===== src/hdl/lfjt_pkg.sv =====
package lfjt_pkg;

	// Number of CORDIC rotations (8 to 24).
	localparam int CORDIC_STEPS = 16;

	// Angle path: units of 2^-24 rad.
	localparam int ANG_W = 28;
	localparam int RAW_W = 29;
	localparam logic signed [RAW_W-1:0] ANG_PI = 29'sd52707179;
	localparam logic signed [RAW_W-1:0] ANG_TWO_PI = 29'sd105414358;
	localparam logic signed [RAW_W-1:0] ANG_HALF_PI = 29'sd26353589;

	// CORDIC datapath: units of 2^-30, started at the inverse gain.
	localparam int CX_W = 33;
	localparam logic signed [CX_W-1:0] GAIN_Q30 = 33'sd652032874;

	// Sine and cosine in units of 2^-16.
	localparam int TRIG_W = 18;

	// Result queue.
	localparam int OUT_DEPTH = 32;
	localparam int OQ_AW = 5;
	localparam int OQ_CW = 6;

	// Work queue between front and back.
	localparam int MQ_DEPTH = 4;
	localparam int MQ_AW = 2;
	localparam int MQ_CW = 3;

	// Register indexes.
	localparam logic [1:0] REG_THIGH = 2'd0;
	localparam logic [1:0] REG_SHANK = 2'd1;
	localparam logic [1:0] REG_OFFSET = 2'd2;

	localparam logic signed [31:0] TORQUE_MAX = 32'sd8388607;
	localparam logic signed [31:0] TORQUE_MIN = -32'sd8388608;

	typedef struct packed {
		logic [1:0] leg;
		logic signed [ANG_W-1:0] za;
		logic signed [ANG_W-1:0] zb;
		logic signed [ANG_W-1:0] zc;
		logic na;
		logic nb;
		logic nc;
		logic signed [23:0] fx;
		logic signed [23:0] fy;
		logic signed [23:0] fz;
	} lfjt_job_t;

	typedef struct packed {
		logic [1:0] leg;
		logic na;
		logic nb;
		logic nc;
		logic signed [23:0] fx;
		logic signed [23:0] fy;
		logic signed [23:0] fz;
	} lfjt_side_t;

	typedef struct packed {
		logic signed [23:0] t0;
		logic signed [23:0] t1;
		logic signed [23:0] t2;
		logic sat;
	} lfjt_res_t;

	typedef struct packed {
		logic [15:0] l1;
		logic [15:0] l2;
		logic [15:0] d;
	} lfjt_geom_t;

	// atan(2^-i) in units of 2^-24 rad.
	function automatic logic signed [ANG_W-1:0] atan_at(input int i);
		logic signed [ANG_W-1:0] r;
		case (i)
			0: r = 28'sd13176795;
			1: r = 28'sd7778716;
			2: r = 28'sd4110060;
			3: r = 28'sd2086331;
			4: r = 28'sd1047214;
			5: r = 28'sd524117;
			6: r = 28'sd262123;
			7: r = 28'sd131069;
			8: r = 28'sd65536;
			9: r = 28'sd32768;
			10: r = 28'sd16384;
			11: r = 28'sd8192;
			12: r = 28'sd4096;
			13: r = 28'sd2048;
			14: r = 28'sd1024;
			15: r = 28'sd512;
			16: r = 28'sd256;
			17: r = 28'sd128;
			18: r = 28'sd64;
			19: r = 28'sd32;
			20: r = 28'sd16;
			21: r = 28'sd8;
			22: r = 28'sd4;
			23: r = 28'sd2;
			default: r = '0;
		endcase
		return r;
	endfunction

	// Round half up by 16 bits.
	function automatic logic signed [31:0] rnd16(input logic signed [47:0] v);
		logic signed [47:0] t;
		t = (v + 48'sd32768) >>> 16;
		return t[31:0];
	endfunction

endpackage


===== src/hdl/lfjt_out_queue.sv =====
module lfjt_out_queue (
	input logic clk,
	input logic arst_n,
	input logic wr,
	input lfjt_pkg::lfjt_res_t wdata,
	output logic full,
	input logic rd,
	output lfjt_pkg::lfjt_res_t rdata,
	output logic empty
);

	lfjt_pkg::lfjt_res_t mem_q [0:lfjt_pkg::OUT_DEPTH-1];
	logic [lfjt_pkg::OQ_AW-1:0] wptr_q;
	logic [lfjt_pkg::OQ_AW-1:0] rptr_q;
	logic [lfjt_pkg::OQ_CW-1:0] count_q;

	// Storage.
	always_ff @(posedge clk) begin
		if (wr) begin
			mem_q[wptr_q] <= wdata;
		end
	end

	// Pointers and fill level.
	always_ff @(posedge clk or negedge arst_n) begin
		if (!arst_n) begin
			wptr_q <= '0;
			rptr_q <= '0;
			count_q <= '0;
		end else begin
			if (wr) begin
				wptr_q <= wptr_q + 1'b1;
			end
			if (rd) begin
				rptr_q <= rptr_q + 1'b1;
			end
			count_q <= count_q + lfjt_pkg::OQ_CW'(wr) - lfjt_pkg::OQ_CW'(rd);
		end
	end

	assign full = (count_q == lfjt_pkg::OQ_CW'(lfjt_pkg::OUT_DEPTH));
	assign empty = (count_q == '0);
	assign rdata = mem_q[rptr_q];

endmodule


===== config.mk =====
export PLATFORM = sky130hd
export DESIGN_NAME = lfjt_out_queue
export DESIGN_NICKNAME = d
export VERILOG_FILES = /design/src/hdl/lfjt_pkg.sv /design/src/hdl/lfjt_out_queue.sv
export SDC_FILE = /design/constraint.sdc
export NUM_CORES = 2
export LEC_CHECK = 0
export BUFFER_PORTS_ARGS = -buffer_cell sky130_fd_sc_hd__buf_2
export CORE_ASPECT_RATIO = 0.7
export CORE_MARGIN = 4
export CORE_UTILIZATION = 60
export CTS_BUF_LIST = sky130_fd_sc_hd__clkbuf_4
export CTS_CLUSTER_DIAMETER = 40
export DETAILED_ROUTE_END_ITERATION = 12
export PLACE_DENSITY = 0.78
export SYNTH_ARGS = -nofsm -noshare
export SYNTH_HDL_FRONTEND = slang
export SYNTH_SLANG_ARGS = --single-unit

===== constraint.sdc =====
create_clock -name clk -period 5.25 [get_ports clk]
set_input_delay 1.05 -clock clk [delete_from_list [all_inputs] [get_ports clk]]
set_output_delay 1.05 -clock clk [all_outputs]
set_load 0.1 [all_outputs]

==> qor.yml <==
status: "complete, no violations"
irDropWorstVdd_mv: 0.617
drt_iter0_drc: 6508
wl_met2_um: 108000
grt_pass1_vias: 45006
cellPowerDensity_nw_per_um2: 580
rows: 118
final_hold_viol_count: 0
path_class: "flip-flop to primary output"
crit_chain: "buf_6 > bufbuf_16 > buf_16 > mux4_2 > mux4_2 > mux2_2 > buf_4"
period_needed_ns: 5.19
utilization: 0.686
ys_seq_area_frac: 0.790
synth.most_common_cell: "edfxtp_1"
drcViolationCount: 0
dr.pass1.iters: 5
routedWlPerCell_um: 34.8
synth_seq_cells: 2352
drv_cap: 0
crit_fanout: 15
antenna_found_initial: 23
drive_gt1_frac: 0.437
dr_wl_met3_um: 32400
synth.distinct_cells: 38
die_x_um: 469
finalClockSkew_ns: 0.104
syn2layout_area_growth_pct: 13.7
syn_area_per_cell_um2: 25.8
wl_met1_um: 79200
die-area_um2: 155000
tightest_slew_ns: 1.27
dr_total_vias: 43667
cp.arrival_ns: 4.14
slowest_stage: "mux4_2"
cts.sinks: 2352
pwr-share-clk: 0.247
fin_hold_ws_ns: 0.0996
synthArstFlopShare: 0.00680
hold_path.class: "primary input to flip-flop"
yosysWarnings: 0
grt_remaining_overflow: 0
port_buffers: 151
synth_nets: 3554
grt_start_max_net_pins: 98
cts_tree: "built"
setup_tns_ns: 0
fin_nets: 4240
clock_latency_ns: 1.35
cp_data_required_time_ns: 4.20
slew_headroom: 0.153
gp_congestion: 0.751
ios: 152
numCtsBuffers: 555
switching_share: 0.356
htree_levels: 6
ant_nets: 0
grt_pass1_wl_um: 323000
fill_cells: 8576
syn_area_um2: 89300
netlist_instances: 3462
start_util: 0.604
synth.cells.most_frequent: "2336 x edfxtp_1, 721 x mux4_2, 90 x clkbuf_1"
wirelength_um: 226000
grt.total_usage: 0.299
period_share: 0.988
viasPerCell: 6.71
core_um2: 148000
synthTopCellsByArea: "edfxtp_1 79%, mux4_2 18%, mux2_2 0.93%"
dpl.hpwl_um: 108000
cp-end-kind: "primary output"
die_h_um: 331
seqPwrFrac: 0.380
fmax_mhz: 193
clk_pin_slew_worst_paths_ns: 0.07
cts_buffer_depth: 4
yosys.area.top_type: "edfxtp_1"
cts_root_buf: "clkbuf_4"
p_leak_nw: 32.5
synth_edf_count: 2336
start_kind: "flip-flop"
setup_viol: 0
power_switching_mw: 20.9
critPathMostFrequentCell: "mux4_2"
p_int_mw: 37.9
p_comb_frac: 0.374
yosysTopAreaCellShare: 0.785
highest_layer: "met5"
ys.flop_type: "edfxtp_1"
cp_slowest_stage_delay_ns: 0.56
slew_violations: 0
state kept, by name, summed over array words and instances (netlist names):
register / cells
count_q: 6
mem_q: 2336
rptr_q: 5
wptr_q: 5
worst max-delay path, delay by kind of cell, from the launching register on:
family	cells	cell delay [ns]
buffers and inverters	4	0.96
DFF	1	0.45
muxes	3	1.39
repair_timing:
action                                  in CTS  in global routing
hold buffers                                 2                  0
gates cloned                                14                  1
resized for setup                           79                  8
endpoints found under the setup margin      73                 15
setup buffers                               13                  0
hold endpoints to repair                    19                  0
worst paths after layout:
kind                            cells after the start       endpoint  slack (ns)  startpoint
min in group asynchronous                           2     count_q[1]        0.17      arst_n
worst max register to register                      5  mem_q[28][40]        2.12   wptr_q[0]
worst min register to register                      1      wptr_q[0]        0.56   wptr_q[0]
worst max-delay path                                7      rdata[14]        0.06   rptr_q[0]
worst min-delay path                                3      wptr_q[1]         0.1          wr
max in group asynchronous                           2      rptr_q[4]        4.69      arst_n
logic make-up (layout without fill, tap and decap cells):
kind of cell,count (synthesis),after routing,share of synthesized area
adder cells (fa/ha/maj),15,15,0.00219
buffers and inverters,194,1237,0.00979
XOR/XNOR,10,10,0.000980
multiplexers,801,801,0.192
AO/OA/AOI/OAI,28,28,0.00221
flip-flops,2352,2352,0.790
other,0,22,0
AND/OR/NAND/NOR,62,62,0.00325
area by class of cell:
class                   count  area (um^2)  share of cell area
clock buffers             788         5920              0.0583
clock inverters           126          816             0.00803
multi-input cells         916        18100               0.179
inverters                  16         60.1            0.000592
flip-flops and latches   2352        70600               0.695
well taps                1980         2480              0.0244
repair buffers            307         3500              0.0344
diodes                     22         55.1            0.000542
per-layer routing:
| metal | GRT usage | up-vias |
|---|---|---|
| li1 | - | 16883 |
| met5 | 0 | - |
| met4 | 0.103 | 12 |
| met1 | 0.422 | 22646 |
| met3 | 0.0977 | 483 |
| met2 | 0.451 | 3643 |
power by group through the flow:
stage	sequential, mW	combinational, mW	clock (mW)
global route	22.4	22.8	15.9
finish	22.3	22.0	14.5
CTS	22.3	22.0	14.7
floorplan	22.5	15.7	0
global placement	22.8	20.3	0
detailed placement	22.8	20.6	0
stage by stage:
| step | power (mW) | area [um^2] | std cells | setup WS (ns) |
|---|---|---|---|---|
| detailed placement | 43.4 | 93800 | 5541 | 0.989 |
| finish | 58.8 | 102000 | 6507 | 0.0606 |
| CTS | 59.0 | 101000 | 6484 | -0.0429 |
| global route | 61.1 | 102000 | 6498 | -0.0629 |
| floorplan | 38.2 | 89300 | 3462 | 0.0872 |
| global placement | 43.1 | 93800 | 5541 | 1.01 |
cells in the final DEF (no fill, tap or decap), types with 9 or more instances in the layout:
master	instances
clkinv_2	9
buf_6	12
inv_1	16
dfrtp_1	11
buf_16	21
buf_4	92
diode_2	22
nand2_1	9
mux4_2	721
bufbuf_16	10
clkinv_1	85
clkbuf_4	788
ha_1	14
bufinv_16	12
edfxtp_1	2336
mux2_2	74
buf_2	110
inv_2	16
nor2_4	32
buf_12	57
Note: power is estimated with default switching activity, not from simulation.
