===== src/hdl/lfjt_pkg.sv =====
package lfjt_pkg;

	// Number of CORDIC rotations (8 to 24).
	localparam int CORDIC_STEPS = 16;

	// Angle path: units of 2^-24 rad.
	localparam int ANG_W = 28;
	localparam int RAW_W = 29;
	localparam logic signed [RAW_W-1:0] ANG_PI = 29'sd52707179;
	localparam logic signed [RAW_W-1:0] ANG_TWO_PI = 29'sd105414358;
	localparam logic signed [RAW_W-1:0] ANG_HALF_PI = 29'sd26353589;

	// CORDIC datapath: units of 2^-30, started at the inverse gain.
	localparam int CX_W = 33;
	localparam logic signed [CX_W-1:0] GAIN_Q30 = 33'sd652032874;

	// Sine and cosine in units of 2^-16.
	localparam int TRIG_W = 18;

	// Result queue.
	localparam int OUT_DEPTH = 32;
	localparam int OQ_AW = 5;
	localparam int OQ_CW = 6;

	// Work queue between front and back.
	localparam int MQ_DEPTH = 4;
	localparam int MQ_AW = 2;
	localparam int MQ_CW = 3;

	// Register indexes.
	localparam logic [1:0] REG_THIGH = 2'd0;
	localparam logic [1:0] REG_SHANK = 2'd1;
	localparam logic [1:0] REG_OFFSET = 2'd2;

	localparam logic signed [31:0] TORQUE_MAX = 32'sd8388607;
	localparam logic signed [31:0] TORQUE_MIN = -32'sd8388608;

	typedef struct packed {
		logic [1:0] leg;
		logic signed [ANG_W-1:0] za;
		logic signed [ANG_W-1:0] zb;
		logic signed [ANG_W-1:0] zc;
		logic na;
		logic nb;
		logic nc;
		logic signed [23:0] fx;
		logic signed [23:0] fy;
		logic signed [23:0] fz;
	} lfjt_job_t;

	typedef struct packed {
		logic [1:0] leg;
		logic na;
		logic nb;
		logic nc;
		logic signed [23:0] fx;
		logic signed [23:0] fy;
		logic signed [23:0] fz;
	} lfjt_side_t;

	typedef struct packed {
		logic signed [23:0] t0;
		logic signed [23:0] t1;
		logic signed [23:0] t2;
		logic sat;
	} lfjt_res_t;

	typedef struct packed {
		logic [15:0] l1;
		logic [15:0] l2;
		logic [15:0] d;
	} lfjt_geom_t;

	// atan(2^-i) in units of 2^-24 rad.
	function automatic logic signed [ANG_W-1:0] atan_at(input int i);
		logic signed [ANG_W-1:0] r;
		case (i)
			0: r = 28'sd13176795;
			1: r = 28'sd7778716;
			2: r = 28'sd4110060;
			3: r = 28'sd2086331;
			4: r = 28'sd1047214;
			5: r = 28'sd524117;
			6: r = 28'sd262123;
			7: r = 28'sd131069;
			8: r = 28'sd65536;
			9: r = 28'sd32768;
			10: r = 28'sd16384;
			11: r = 28'sd8192;
			12: r = 28'sd4096;
			13: r = 28'sd2048;
			14: r = 28'sd1024;
			15: r = 28'sd512;
			16: r = 28'sd256;
			17: r = 28'sd128;
			18: r = 28'sd64;
			19: r = 28'sd32;
			20: r = 28'sd16;
			21: r = 28'sd8;
			22: r = 28'sd4;
			23: r = 28'sd2;
			default: r = '0;
		endcase
		return r;
	endfunction

	// Round half up by 16 bits.
	function automatic logic signed [31:0] rnd16(input logic signed [47:0] v);
		logic signed [47:0] t;
		t = (v + 48'sd32768) >>> 16;
		return t[31:0];
	endfunction

endpackage


===== src/hdl/lfjt_mid_queue.sv =====
module lfjt_mid_queue (
	input logic clk,
	input logic arst_n,
	input logic wr,
	input lfjt_pkg::lfjt_job_t wdata,
	output logic full,
	input logic rd,
	output lfjt_pkg::lfjt_job_t rdata,
	output logic empty
);

	lfjt_pkg::lfjt_job_t mem_q [0:lfjt_pkg::MQ_DEPTH-1];
	logic [lfjt_pkg::MQ_AW-1:0] wptr_q;
	logic [lfjt_pkg::MQ_AW-1:0] rptr_q;
	logic [lfjt_pkg::MQ_CW-1:0] count_q;

	// Storage.
	always_ff @(posedge clk) begin
		if (wr) begin
			mem_q[wptr_q] <= wdata;
		end
	end

	// Pointers and fill level.
	always_ff @(posedge clk or negedge arst_n) begin
		if (!arst_n) begin
			wptr_q <= '0;
			rptr_q <= '0;
			count_q <= '0;
		end else begin
			if (wr) begin
				wptr_q <= wptr_q + 1'b1;
			end
			if (rd) begin
				rptr_q <= rptr_q + 1'b1;
			end
			count_q <= count_q + lfjt_pkg::MQ_CW'(wr) - lfjt_pkg::MQ_CW'(rd);
		end
	end

	assign full = (count_q == lfjt_pkg::MQ_CW'(lfjt_pkg::MQ_DEPTH));
	assign empty = (count_q == '0);
	assign rdata = mem_q[rptr_q];

endmodule


===== config.mk =====
export PLATFORM = sky130hd
export DESIGN_NAME = lfjt_mid_queue
export DESIGN_NICKNAME = d
export VERILOG_FILES = /design/src/hdl/lfjt_pkg.sv /design/src/hdl/lfjt_mid_queue.sv
export SDC_FILE = /design/constraint.sdc
export NUM_CORES = 1
export LEC_CHECK = 0
export BUFFER_PORTS_ARGS = -buffer_cell sky130_fd_sc_hd__buf_2
export CORE_MARGIN = 1
export CORE_UTILIZATION = 51
export DETAILED_ROUTE_END_ITERATION = 7
export GPL_ROUTABILITY_DRIVEN = 0
export PLACE_DENSITY = 0.76
export SKIP_LAST_GASP = 1
export SYNTH_ARGS = -nofsm -noshare
export SYNTH_HDL_FRONTEND = slang
export SYNTH_SLANG_ARGS = --single-unit

===== constraint.sdc =====
create_clock -name clk -period 4.58 [get_ports clk]
set_input_delay 0.687 -clock clk [delete_from_list [all_inputs] [get_ports clk]]
set_output_delay 0.687 -clock clk [all_outputs]
set_load 0.01 [all_outputs]

==> results.yml <==
critical_path:
  crit_chain: "buf_12 > mux4_2 > buf_2"
  r2r_slack_ns: 2.35
  critPathLaunchType: "flop"
  critPathCaptureType: "output port"
  rr_worst_depth: 4
  crit_type: "flop to output port"
  cp_data_required_time_ns: 3.89
  crit_fanout: 49
  r2r_end: "mem_q[0][136]"
  cpMaxStageDelayCell: "dfrtp_4"
  cpPeakStageDelay_ns: 0.79
  reg2reg_from: "wptr_q[0]"
  critPathArrivalTime_ns: 2.62
grt:
  grt_pass1_vias: 11300
  antenna_found_initial: 11
  grt_max_degree: 88
  overflow: 0
  track_usage: 0.194
  grt_pass1_wl_mm: 67.3
min_path:
  min_to: "mem_q[2][35]"
  min_from: "wdata[35]"
  min_path_type: "input pin to flop"
  hold_depth: 1
detailed_routing:
  wire_per_inst_um: 23.5
  drc_errors: 0
  num_vias: 10500
  drtIter0Drc: 677
  routed_via_density: 5.53
  routed_wl_mm: 44.8
  ant_nets: 0
  drt_first_pass_iters: 5
layout:
  regArea_mm2: 0.0195
  nNetsFinal: 1428
  final_area_mm2: 0.0281
  nFillCells: 3097
  final_cell_count_no_fill: 1906
  multi_input_area_mm2: 0.00382
  synthToLayoutAreaGrowth_pct: 19.1
  layout-drive-gt1-share: 0.465
clocking:
  clockBufferDepth: 3
  clock_sinks: 651
  clkLatencyLatePin_ns: 0.58
  cts_tree: "yes"
  root_buffer: "clkbuf_16"
  cts_buffers: 66
  clk_transition_reported_paths_ns: 0.06
  cts_resized: 0
  htree_levels: 3
  post-cts-setup-buffer-count: 0
synth:
  syn_nets: 1047
  ys_seq_elements: 651
  ys_warn_count: 0
  yosys.area.top_type_share: 0.820
  avgSynthCellArea_um2: 26.9
  synth_sequential_area_ratio: 0.828
  syn_area_mm2: 0.0236
  synth_largest_area_cell: "edfxtp_1"
  synthCells: 875
  synthDistinctLibCells: 18
  synth.top_cells.by_area: "edfxtp_1 (82%), mux4_2 (15%), dfrtp_1 (0.74%)"
power:
  power.switching_mw: 5.19
  p_sw_frac: 0.284
  power_frac_seq: 0.447
  p_int_mw: 13.0
  vdd_drop_max_mv: 0.549
  clkPwrFrac: 0.275
  combinationalPowerShare: 0.278
  p_per_area_mw_per_mm2: 650
  leakagePower_nw: 9.58
run:
  maxCapViolations: 0
timing:
  slew_viol_final: 0
  rsz0062_at_grt: "false"
  min_period_ns: 3.31
  fin_tns_setup_ns: 0
  setup_viol: 0
  worst_pin_slew_ns: 0.973
  post-route-period-util: 0.723
  max_freq_ghz: 0.302
  finalHoldViolations: 0
  timing.hold.ws_ns: 0.316
  final.setup_skew_ns: 0.0187
  timing.slew.headroom: 0.351
floorplanning:
  io_pins: 328
  fp.dieW_um: 217
  initial_core_util: 0.518
  dieArea_mm2: 0.0471
  num_rows: 78
  core_area_mm2: 0.0455
  die_y_um: 217
placed_design:
  dp.cells: 1787
  dp_hpwl_mm: 27.0
  post_dp_cell_area_mm2: 0.0260
  io_buffers: 327
outcome:
  status: "finished, final reports clean"
placed cells by master (no fill, tap or decap):
cell / n
clkbuf_1: 15
dlygate4sd3_1: 1
and3_1: 1
buf_2: 327
xor2_1: 2
inv_6: 2
clkinv_4: 2
o21ai_0: 1
edfxtp_1: 644
mux4_2: 161
clkbuf_16: 69
xnor2_1: 3
buf_12: 10
diode_2: 4
bufinv_16: 3
ha_1: 6
nor3_1: 1
fa_1: 1
clkinv_2: 13
dfrtp_1: 5
nand2_1: 2
inv_8: 1
clkinv_1: 9
dfrtp_4: 2
buf_4: 11
inv_1: 6
and2_4: 4
flip-flops by register name, indices dropped and copies added (netlist names):
signal,cells
count_q,3
mem_q,644
rptr_q,2
wptr_q,2
power by group through the flow:
stage	sequential (mW)	clock [mW]	combinational, mW
2_1_floorplan	8.12	0	3.39
3_3_place_gp	8.20	0	5.14
3_5_place_dp	8.29	0	5.16
4_1_cts	8.18	5.12	5.19
5_1_grt	8.25	5.34	5.43
6_report	8.16	5.01	5.07
how the worst max path moves through the flow:
stage,end,slack (ns),cells past startpoint,from
after floorplan,mem_q[1][0],1.46,1,wr
after global placement,rdata[32],1.81,3,rptr_q[0]
after detailed placement,rdata[133],1.82,3,rptr_q[0]
after CTS,rdata[49],1.16,3,rptr_q[0]
after global routing,rdata[32],1.10,3,rptr_q[0]
final,rdata[49],1.27,3,rptr_q[0]
Yosys cell counts, drive strengths merged:
cell and count:
mux4 161, inv 6, ha 6, edfxtp 644
clkbuf 6, buf 30, and2 4, dfrtp 7
fa 1, o21ai 1, xor2 2, nand2 2
nor3 1, and3 1, xnor2 3
routing by layer:
| metal | GRT usage | part of all wire | vias up | wire length (um) |
|---|---|---|---|---|
| met5 | 0 | 0.0023 | - | 102 |
| met2 | 0.318 | 0.51 | 359 | 23000 |
| met4 | 0.0725 | 0.020 | 16 | 910 |
| li1 | - | - | 4572 | - |
| met3 | 0.0607 | 0.080 | 71 | 3580 |
| met1 | 0.243 | 0.38 | 5513 | 17200 |
worst max-delay path: cells and delay by family (launching register included):
kind / cells / cell delay [ns]
buffers and inverters: 2 / 0.57
flip-flops: 1 / 0.79
multiplexers: 1 / 0.59
cell families (layout without fill, tap and decap cells):
kind of cell	count (synthesis)	after routing	share of synthesized area
DFF	651	651	0.828
muxes	161	161	0.154
buffers and inverters	42	469	0.0107
and+or+nand+nor	8	8	0.00186
adders and majority gates	7	7	0.00403
xor gates and xnor gates	5	5	0.00186
AOI/OAI and AO/OA	1	1	0.000212
other	0	4	0
layout make-up:
class / instances / area share
sequential: 651 / 0.695
multi-input combinational: 182 / 0.136
timing repair buffer: 349 / 0.0687
clock buffer: 84 / 0.0635
tap: 600 / 0.0267
clock inverter: 30 / 0.00838
inverter: 6 / 0.000802
antenna: 4 / 0.000357
timing repair:
action                                  CTS  global route
hold endpoints to repair                  7             0
hold buffers                              1             0
endpoints found under the setup margin    0             0
per-stage QoR:
step | worst slack (ns) | utilization | power [mW]
after global routing | 1.10 | 0.617 | 19.0
after detailed placement | 1.82 | 0.573 | 13.5
final | 1.27 | 0.617 | 18.2
after CTS | 1.16 | 0.617 | 18.5
after global placement | 1.81 | 0.573 | 13.3
after floorplan | 1.46 | - | 11.5
No activity file was read; power rests on OpenSTA's default activity.
