$ cat config.mk
export PLATFORM = sky130hd
export DESIGN_NAME = lfjt_front
export DESIGN_NICKNAME = d
export VERILOG_FILES = /design/src/hdl/lfjt_pkg.sv /design/src/hdl/lfjt_front.sv
export SDC_FILE = /design/constraint.sdc
export NUM_CORES = 1
export LEC_CHECK = 0
export ABC_AREA = 1
export BUFFER_PORTS_ARGS = -buffer_cell sky130_fd_sc_hd__buf_4
export CAP_MARGIN = 20
export CORE_ASPECT_RATIO = 2
export CORE_MARGIN = 2
export CORE_UTILIZATION = 45
export DETAILED_ROUTE_END_ITERATION = 12
export GPL_TIMING_DRIVEN = 0
export PLACE_DENSITY_LB_ADDON = 0.08
export SLEW_MARGIN = 40
export SYNTH_ARGS = -nofsm -noshare
export SYNTH_HDL_FRONTEND = slang
export SYNTH_SLANG_ARGS = --single-unit
export TNS_END_PERCENT = 5
$ cat constraint.sdc
create_clock -name vclk -period 7.35
set_input_delay 0.735 -clock vclk [all_inputs]
set_output_delay 0.735 -clock vclk [all_outputs]
set_load 0.05 [all_outputs]
$ cat src/hdl/lfjt_pkg.sv
package lfjt_pkg;

	// Number of CORDIC rotations (8 to 24).
	localparam int CORDIC_STEPS = 16;

	// Angle path: units of 2^-24 rad.
	localparam int ANG_W = 28;
	localparam int RAW_W = 29;
	localparam logic signed [RAW_W-1:0] ANG_PI = 29'sd52707179;
	localparam logic signed [RAW_W-1:0] ANG_TWO_PI = 29'sd105414358;
	localparam logic signed [RAW_W-1:0] ANG_HALF_PI = 29'sd26353589;

	// CORDIC datapath: units of 2^-30, started at the inverse gain.
	localparam int CX_W = 33;
	localparam logic signed [CX_W-1:0] GAIN_Q30 = 33'sd652032874;

	// Sine and cosine in units of 2^-16.
	localparam int TRIG_W = 18;

	// Result queue.
	localparam int OUT_DEPTH = 32;
	localparam int OQ_AW = 5;
	localparam int OQ_CW = 6;

	// Work queue between front and back.
	localparam int MQ_DEPTH = 4;
	localparam int MQ_AW = 2;
	localparam int MQ_CW = 3;

	// Register indexes.
	localparam logic [1:0] REG_THIGH = 2'd0;
	localparam logic [1:0] REG_SHANK = 2'd1;
	localparam logic [1:0] REG_OFFSET = 2'd2;

	localparam logic signed [31:0] TORQUE_MAX = 32'sd8388607;
	localparam logic signed [31:0] TORQUE_MIN = -32'sd8388608;

	typedef struct packed {
		logic [1:0] leg;
		logic signed [ANG_W-1:0] za;
		logic signed [ANG_W-1:0] zb;
		logic signed [ANG_W-1:0] zc;
		logic na;
		logic nb;
		logic nc;
		logic signed [23:0] fx;
		logic signed [23:0] fy;
		logic signed [23:0] fz;
	} lfjt_job_t;

	typedef struct packed {
		logic [1:0] leg;
		logic na;
		logic nb;
		logic nc;
		logic signed [23:0] fx;
		logic signed [23:0] fy;
		logic signed [23:0] fz;
	} lfjt_side_t;

	typedef struct packed {
		logic signed [23:0] t0;
		logic signed [23:0] t1;
		logic signed [23:0] t2;
		logic sat;
	} lfjt_res_t;

	typedef struct packed {
		logic [15:0] l1;
		logic [15:0] l2;
		logic [15:0] d;
	} lfjt_geom_t;

	// atan(2^-i) in units of 2^-24 rad.
	function automatic logic signed [ANG_W-1:0] atan_at(input int i);
		logic signed [ANG_W-1:0] r;
		case (i)
			0: r = 28'sd13176795;
			1: r = 28'sd7778716;
			2: r = 28'sd4110060;
			3: r = 28'sd2086331;
			4: r = 28'sd1047214;
			5: r = 28'sd524117;
			6: r = 28'sd262123;
			7: r = 28'sd131069;
			8: r = 28'sd65536;
			9: r = 28'sd32768;
			10: r = 28'sd16384;
			11: r = 28'sd8192;
			12: r = 28'sd4096;
			13: r = 28'sd2048;
			14: r = 28'sd1024;
			15: r = 28'sd512;
			16: r = 28'sd256;
			17: r = 28'sd128;
			18: r = 28'sd64;
			19: r = 28'sd32;
			20: r = 28'sd16;
			21: r = 28'sd8;
			22: r = 28'sd4;
			23: r = 28'sd2;
			default: r = '0;
		endcase
		return r;
	endfunction

	// Round half up by 16 bits.
	function automatic logic signed [31:0] rnd16(input logic signed [47:0] v);
		logic signed [47:0] t;
		t = (v + 48'sd32768) >>> 16;
		return t[31:0];
	endfunction

endpackage

$ cat src/hdl/lfjt_front.sv
module lfjt_front (
	input logic push,
	output logic full,
	input logic [1:0] leg,
	input logic signed [16:0] hip_roll_angle,
	input logic signed [16:0] hip_pitch_angle,
	input logic signed [16:0] knee_angle,
	input logic signed [23:0] force_x,
	input logic signed [23:0] force_y,
	input logic signed [23:0] force_z,
	input logic mq_full,
	output logic mq_wr,
	output lfjt_pkg::lfjt_job_t mq_wdata
);

	logic signed [17:0] bc_sum;
	logic signed [lfjt_pkg::RAW_W-1:0] raw_a;
	logic signed [lfjt_pkg::RAW_W-1:0] raw_b;
	logic signed [lfjt_pkg::RAW_W-1:0] raw_c;
	logic signed [lfjt_pkg::RAW_W-1:0] red_a;
	logic signed [lfjt_pkg::RAW_W-1:0] red_b;
	logic signed [lfjt_pkg::RAW_W-1:0] red_c;
	logic neg_a;
	logic neg_b;
	logic neg_c;

	// Bring an angle into +-pi/2; the flag says sine and cosine change sign.
	function automatic void reduce(input logic signed [lfjt_pkg::RAW_W-1:0] z_in,
			output logic signed [lfjt_pkg::RAW_W-1:0] z_out, output logic neg);
		logic signed [lfjt_pkg::RAW_W-1:0] z;
		z = z_in;
		neg = 1'b0;
		if (z > lfjt_pkg::ANG_PI) begin
			z = z - lfjt_pkg::ANG_TWO_PI;
		end
		if (z < -lfjt_pkg::ANG_PI) begin
			z = z + lfjt_pkg::ANG_TWO_PI;
		end
		if (z > lfjt_pkg::ANG_HALF_PI) begin
			z = z - lfjt_pkg::ANG_PI;
			neg = 1'b1;
		end else if (z < -lfjt_pkg::ANG_HALF_PI) begin
			z = z + lfjt_pkg::ANG_PI;
			neg = 1'b1;
		end
		z_out = z;
	endfunction

	// Scale the three angles to 2^-24 rad; the knee works on pitch plus knee.
	assign bc_sum = 18'(hip_pitch_angle) + 18'(knee_angle);
	assign raw_a = {{2{hip_roll_angle[16]}}, hip_roll_angle, 10'b0};
	assign raw_b = {{2{hip_pitch_angle[16]}}, hip_pitch_angle, 10'b0};
	assign raw_c = {bc_sum[17], bc_sum, 10'b0};

	always_comb begin
		reduce(raw_a, red_a, neg_a);
		reduce(raw_b, red_b, neg_b);
		reduce(raw_c, red_c, neg_c);
	end

	// Classified item into the work queue.
	always_comb begin
		mq_wdata.leg = leg;
		mq_wdata.za = red_a[lfjt_pkg::ANG_W-1:0];
		mq_wdata.zb = red_b[lfjt_pkg::ANG_W-1:0];
		mq_wdata.zc = red_c[lfjt_pkg::ANG_W-1:0];
		mq_wdata.na = neg_a;
		mq_wdata.nb = neg_b;
		mq_wdata.nc = neg_c;
		mq_wdata.fx = force_x;
		mq_wdata.fy = force_y;
		mq_wdata.fz = force_z;
	end

	assign full = mq_full;
	assign mq_wr = push && !mq_full;

endmodule

==> reports/results.ini <==
[min_path]
min_from=force_x[6]
hold_path_depth=2
hp-class=primary input to output pin
holdPathEnd=mq_wdata[54]

[finish]
final_util_pct=56.75
layout-drive-gt1-share_pct=22.04
clkbuf_count=0
final_cell_mix=695 x nand2_1, 318 x buf_4, 261 x inv_1, 169 x nand3_1, 160 x nor2_1
syn_to_final_growth_pct=23.69
diodes=0
seq_cells=0
design_area_um2=12200
fin_nets=2362
final_common_cell=nand2_1
seq_area_um2=0

[worst_setup_path]
timing.critical_path.required_ns=6.61
cp_max_fo=10
cpMostUsedCell=nand2_1
worstPathArrival_ns=6.31
crit_buf_inv=7
crit_family=simple AND/OR/NAND/NOR gates
slowest_delay_ns=0.40
worstSetupStartpointType=primary input
crit_type=primary input to output pin
worst_path_max_delay_cell=o21ai_1
crit_path_end_kind=output pin

[sta]
fmax_ghz=0.1420
setup_violations=0
relSlewSlack_pct=45.05
drv_slew=0
final.min_clock_period_ns=7.041
worst_slew_pin_slew_ns=0.8214
timing.final.crit_share_pct=95.79
hold-worst-slack_ns=1.724
grt_setup_unrepaired=true
fin_ws_ns=0.3094
hold_viol=0

[grt]
grt_max_degree=13
grt_antenna_before_repair=0
grt_pass1_vias=12730
gr-total-overflow=0
grt_pass1_wl_um=62780
grtUsageTotal_pct=34.73

[placed_design]
port-buffer-count=216
dpl.hpwl_um=35790
post_dp_cell_area_um2=11840
gp_congestion=1.028
pre_cts_ws_ns=-0.6530

[yosys]
synth_compound_area_share_pct=11.18
postSynthCellCount=1958
synth_fa_ha_area_share_pct=6.547
synth_cell_types=53
ys_warn_count=0
synth_area_per_cell_um2=5.036
synth_area_um2=9861
synth.area.mux_share_pct=0
synthXorXnorAreaFrac_pct=9.745
synthesis.nets=2136
yosys.area_share.simple_pct=52.37
yosysSeqAreaShare_pct=0
synth_top_family_by_area=simple AND/OR/NAND/NOR gates

[die]
core_area_um2=21490
ios=290
die_area_um2=23180
dieHeight_um=213.3
chipWidth_um=108.7
rows=76
start_util_pct=45.88

[pwr]
powerDensity_nw_per_um2=449.9
seq_power_share_pct=0
ir_drop_uv=565.1
fin_total_pwr_mw=5.487
p_switching_mw=3.937
combPwrFrac_pct=100.0
sw_frac_of_total_pct=71.76
p_leak_nw=6.973
p_clk_share_pct=0
p_int_mw=1.550

[detailed_routing]
vias=13150
drtIter0Drc=672
ant_nets=0
post_drt_via_cell_ratio=5.358
wl_per_cell_um=16.96
drc=0
wl_um=41650
first_pass_iters=5

[run]
cap_violations=0

[status]
status=finished, final reports clean

[cell type report]
| cell class | instances | area [um2] |
|---|---|---|
| Inverter | 292 | 1106 |
| Multi-Input combinational cell | 1545 | 8158 |
| Timing Repair Buffer | 224 | 1677 |
| Buffer | 121 | 914.6 |
| Fill cell | 2423 | 9294 |
| Tap cell | 273 | 341.6 |
[logic make-up (layout without fill, tap and decap cells)]
family / after synthesis / count (layout)
AND/OR/NAND/NOR: 1194 / 1194
buffers and inverters: 413 / 637
AO/OA/AOI/OAI: 192 / 192
XOR/XNOR: 108 / 108
adder cells (fa/ha/maj): 51 / 51
[per-layer routing]
layer  wire length (um)  up-vias  global-route usage, %  part of all wire (%)
met5                  0        -                      0                     0
met4               4170        0                  29.84                    10
met3               2166      186                  5.471                   5.2
met2              22610      477                  68.36                    54
met1              12690     5926                  28.60                    30
li1                   -     6564                      -                     -
[metrics by stage]
step	std cells	TNS, ns
3_3_place_gp	2447	-36.83
3_5_place_dp	2447	-25.01
2_1_floorplan	1958	0
6_report	2455	0
4_1_cts	2448	0
5_1_grt	2455	-0.02333
[power groups by stage]
stage,Combinational (mW),Clock [mW],Sequential (mW)
5_1_grt,5.88,0,0
3_5_place_dp,5.34,0,0
3_3_place_gp,5.31,0,0
4_1_cts,5.37,0,0
2_1_floorplan,3.86,0,0
6_report,5.49,0,0
[cells in the mapped netlist (all sizes together)]
cell type / count / area share, %
a211oi: 1 / 0.076
a21boi: 1 / 0.076
a21o: 1 / 0.076
a21oi: 45 / 2.6
a22oi: 1 / 0.076
a2bb2oi: 1 / 0.089
a31o: 1 / 0.089
a31oi: 15 / 0.95
and2: 2 / 0.13
and3: 2 / 0.13
buf: 113 / 8.7
clkbuf: 8 / 0.30
clkinv: 4 / 0.16
fa: 1 / 0.20
ha: 50 / 6.3
inv: 288 / 11
nand2: 729 / 29
nand3: 179 / 9.7
nand3b: 4 / 0.34
nand4: 60 / 3.8
nor2: 179 / 7.4
nor3: 28 / 1.4
nor3b: 1 / 0.076
nor4: 7 / 0.44
o2111ai: 3 / 0.27
o211ai: 6 / 0.46
o21a: 6 / 0.47
o21ai: 101 / 5.2
o21bai: 3 / 0.23
o22ai: 3 / 0.19
o31ai: 4 / 0.30
or2: 3 / 0.19
xnor2: 9 / 0.80
xor2: 99 / 8.9
[how the worst max path moves through the flow]
stage	startpoint	to	slack, ns	depth (start not counted)
after global placement	hip_pitch_angle[6]	mq_wdata[110]	-1.10	33
after detailed placement	hip_pitch_angle[6]	mq_wdata[110]	-0.65	33
after floorplan	hip_roll_angle[5]	mq_wdata[140]	0.26	30
after CTS	hip_pitch_angle[6]	mq_wdata[110]	0.004	33
after global routing	hip_pitch_angle[6]	mq_wdata[110]	-0.02	34
final	hip_pitch_angle[6]	mq_wdata[130]	0.31	33
[what timing repair did]
| action | 4_1_cts | 5_1_grt |
|---|---|---|
| setup endpoints to repair | 58 | 62 |
| setup buffers | 1 | 6 |
| gates cloned | 0 | 0 |
| pin swaps | 1 | 4 |
| hold buffers | 0 | 0 |
| gates resized for setup | 26 | 47 |
Power figures use the tool's default switching activity.
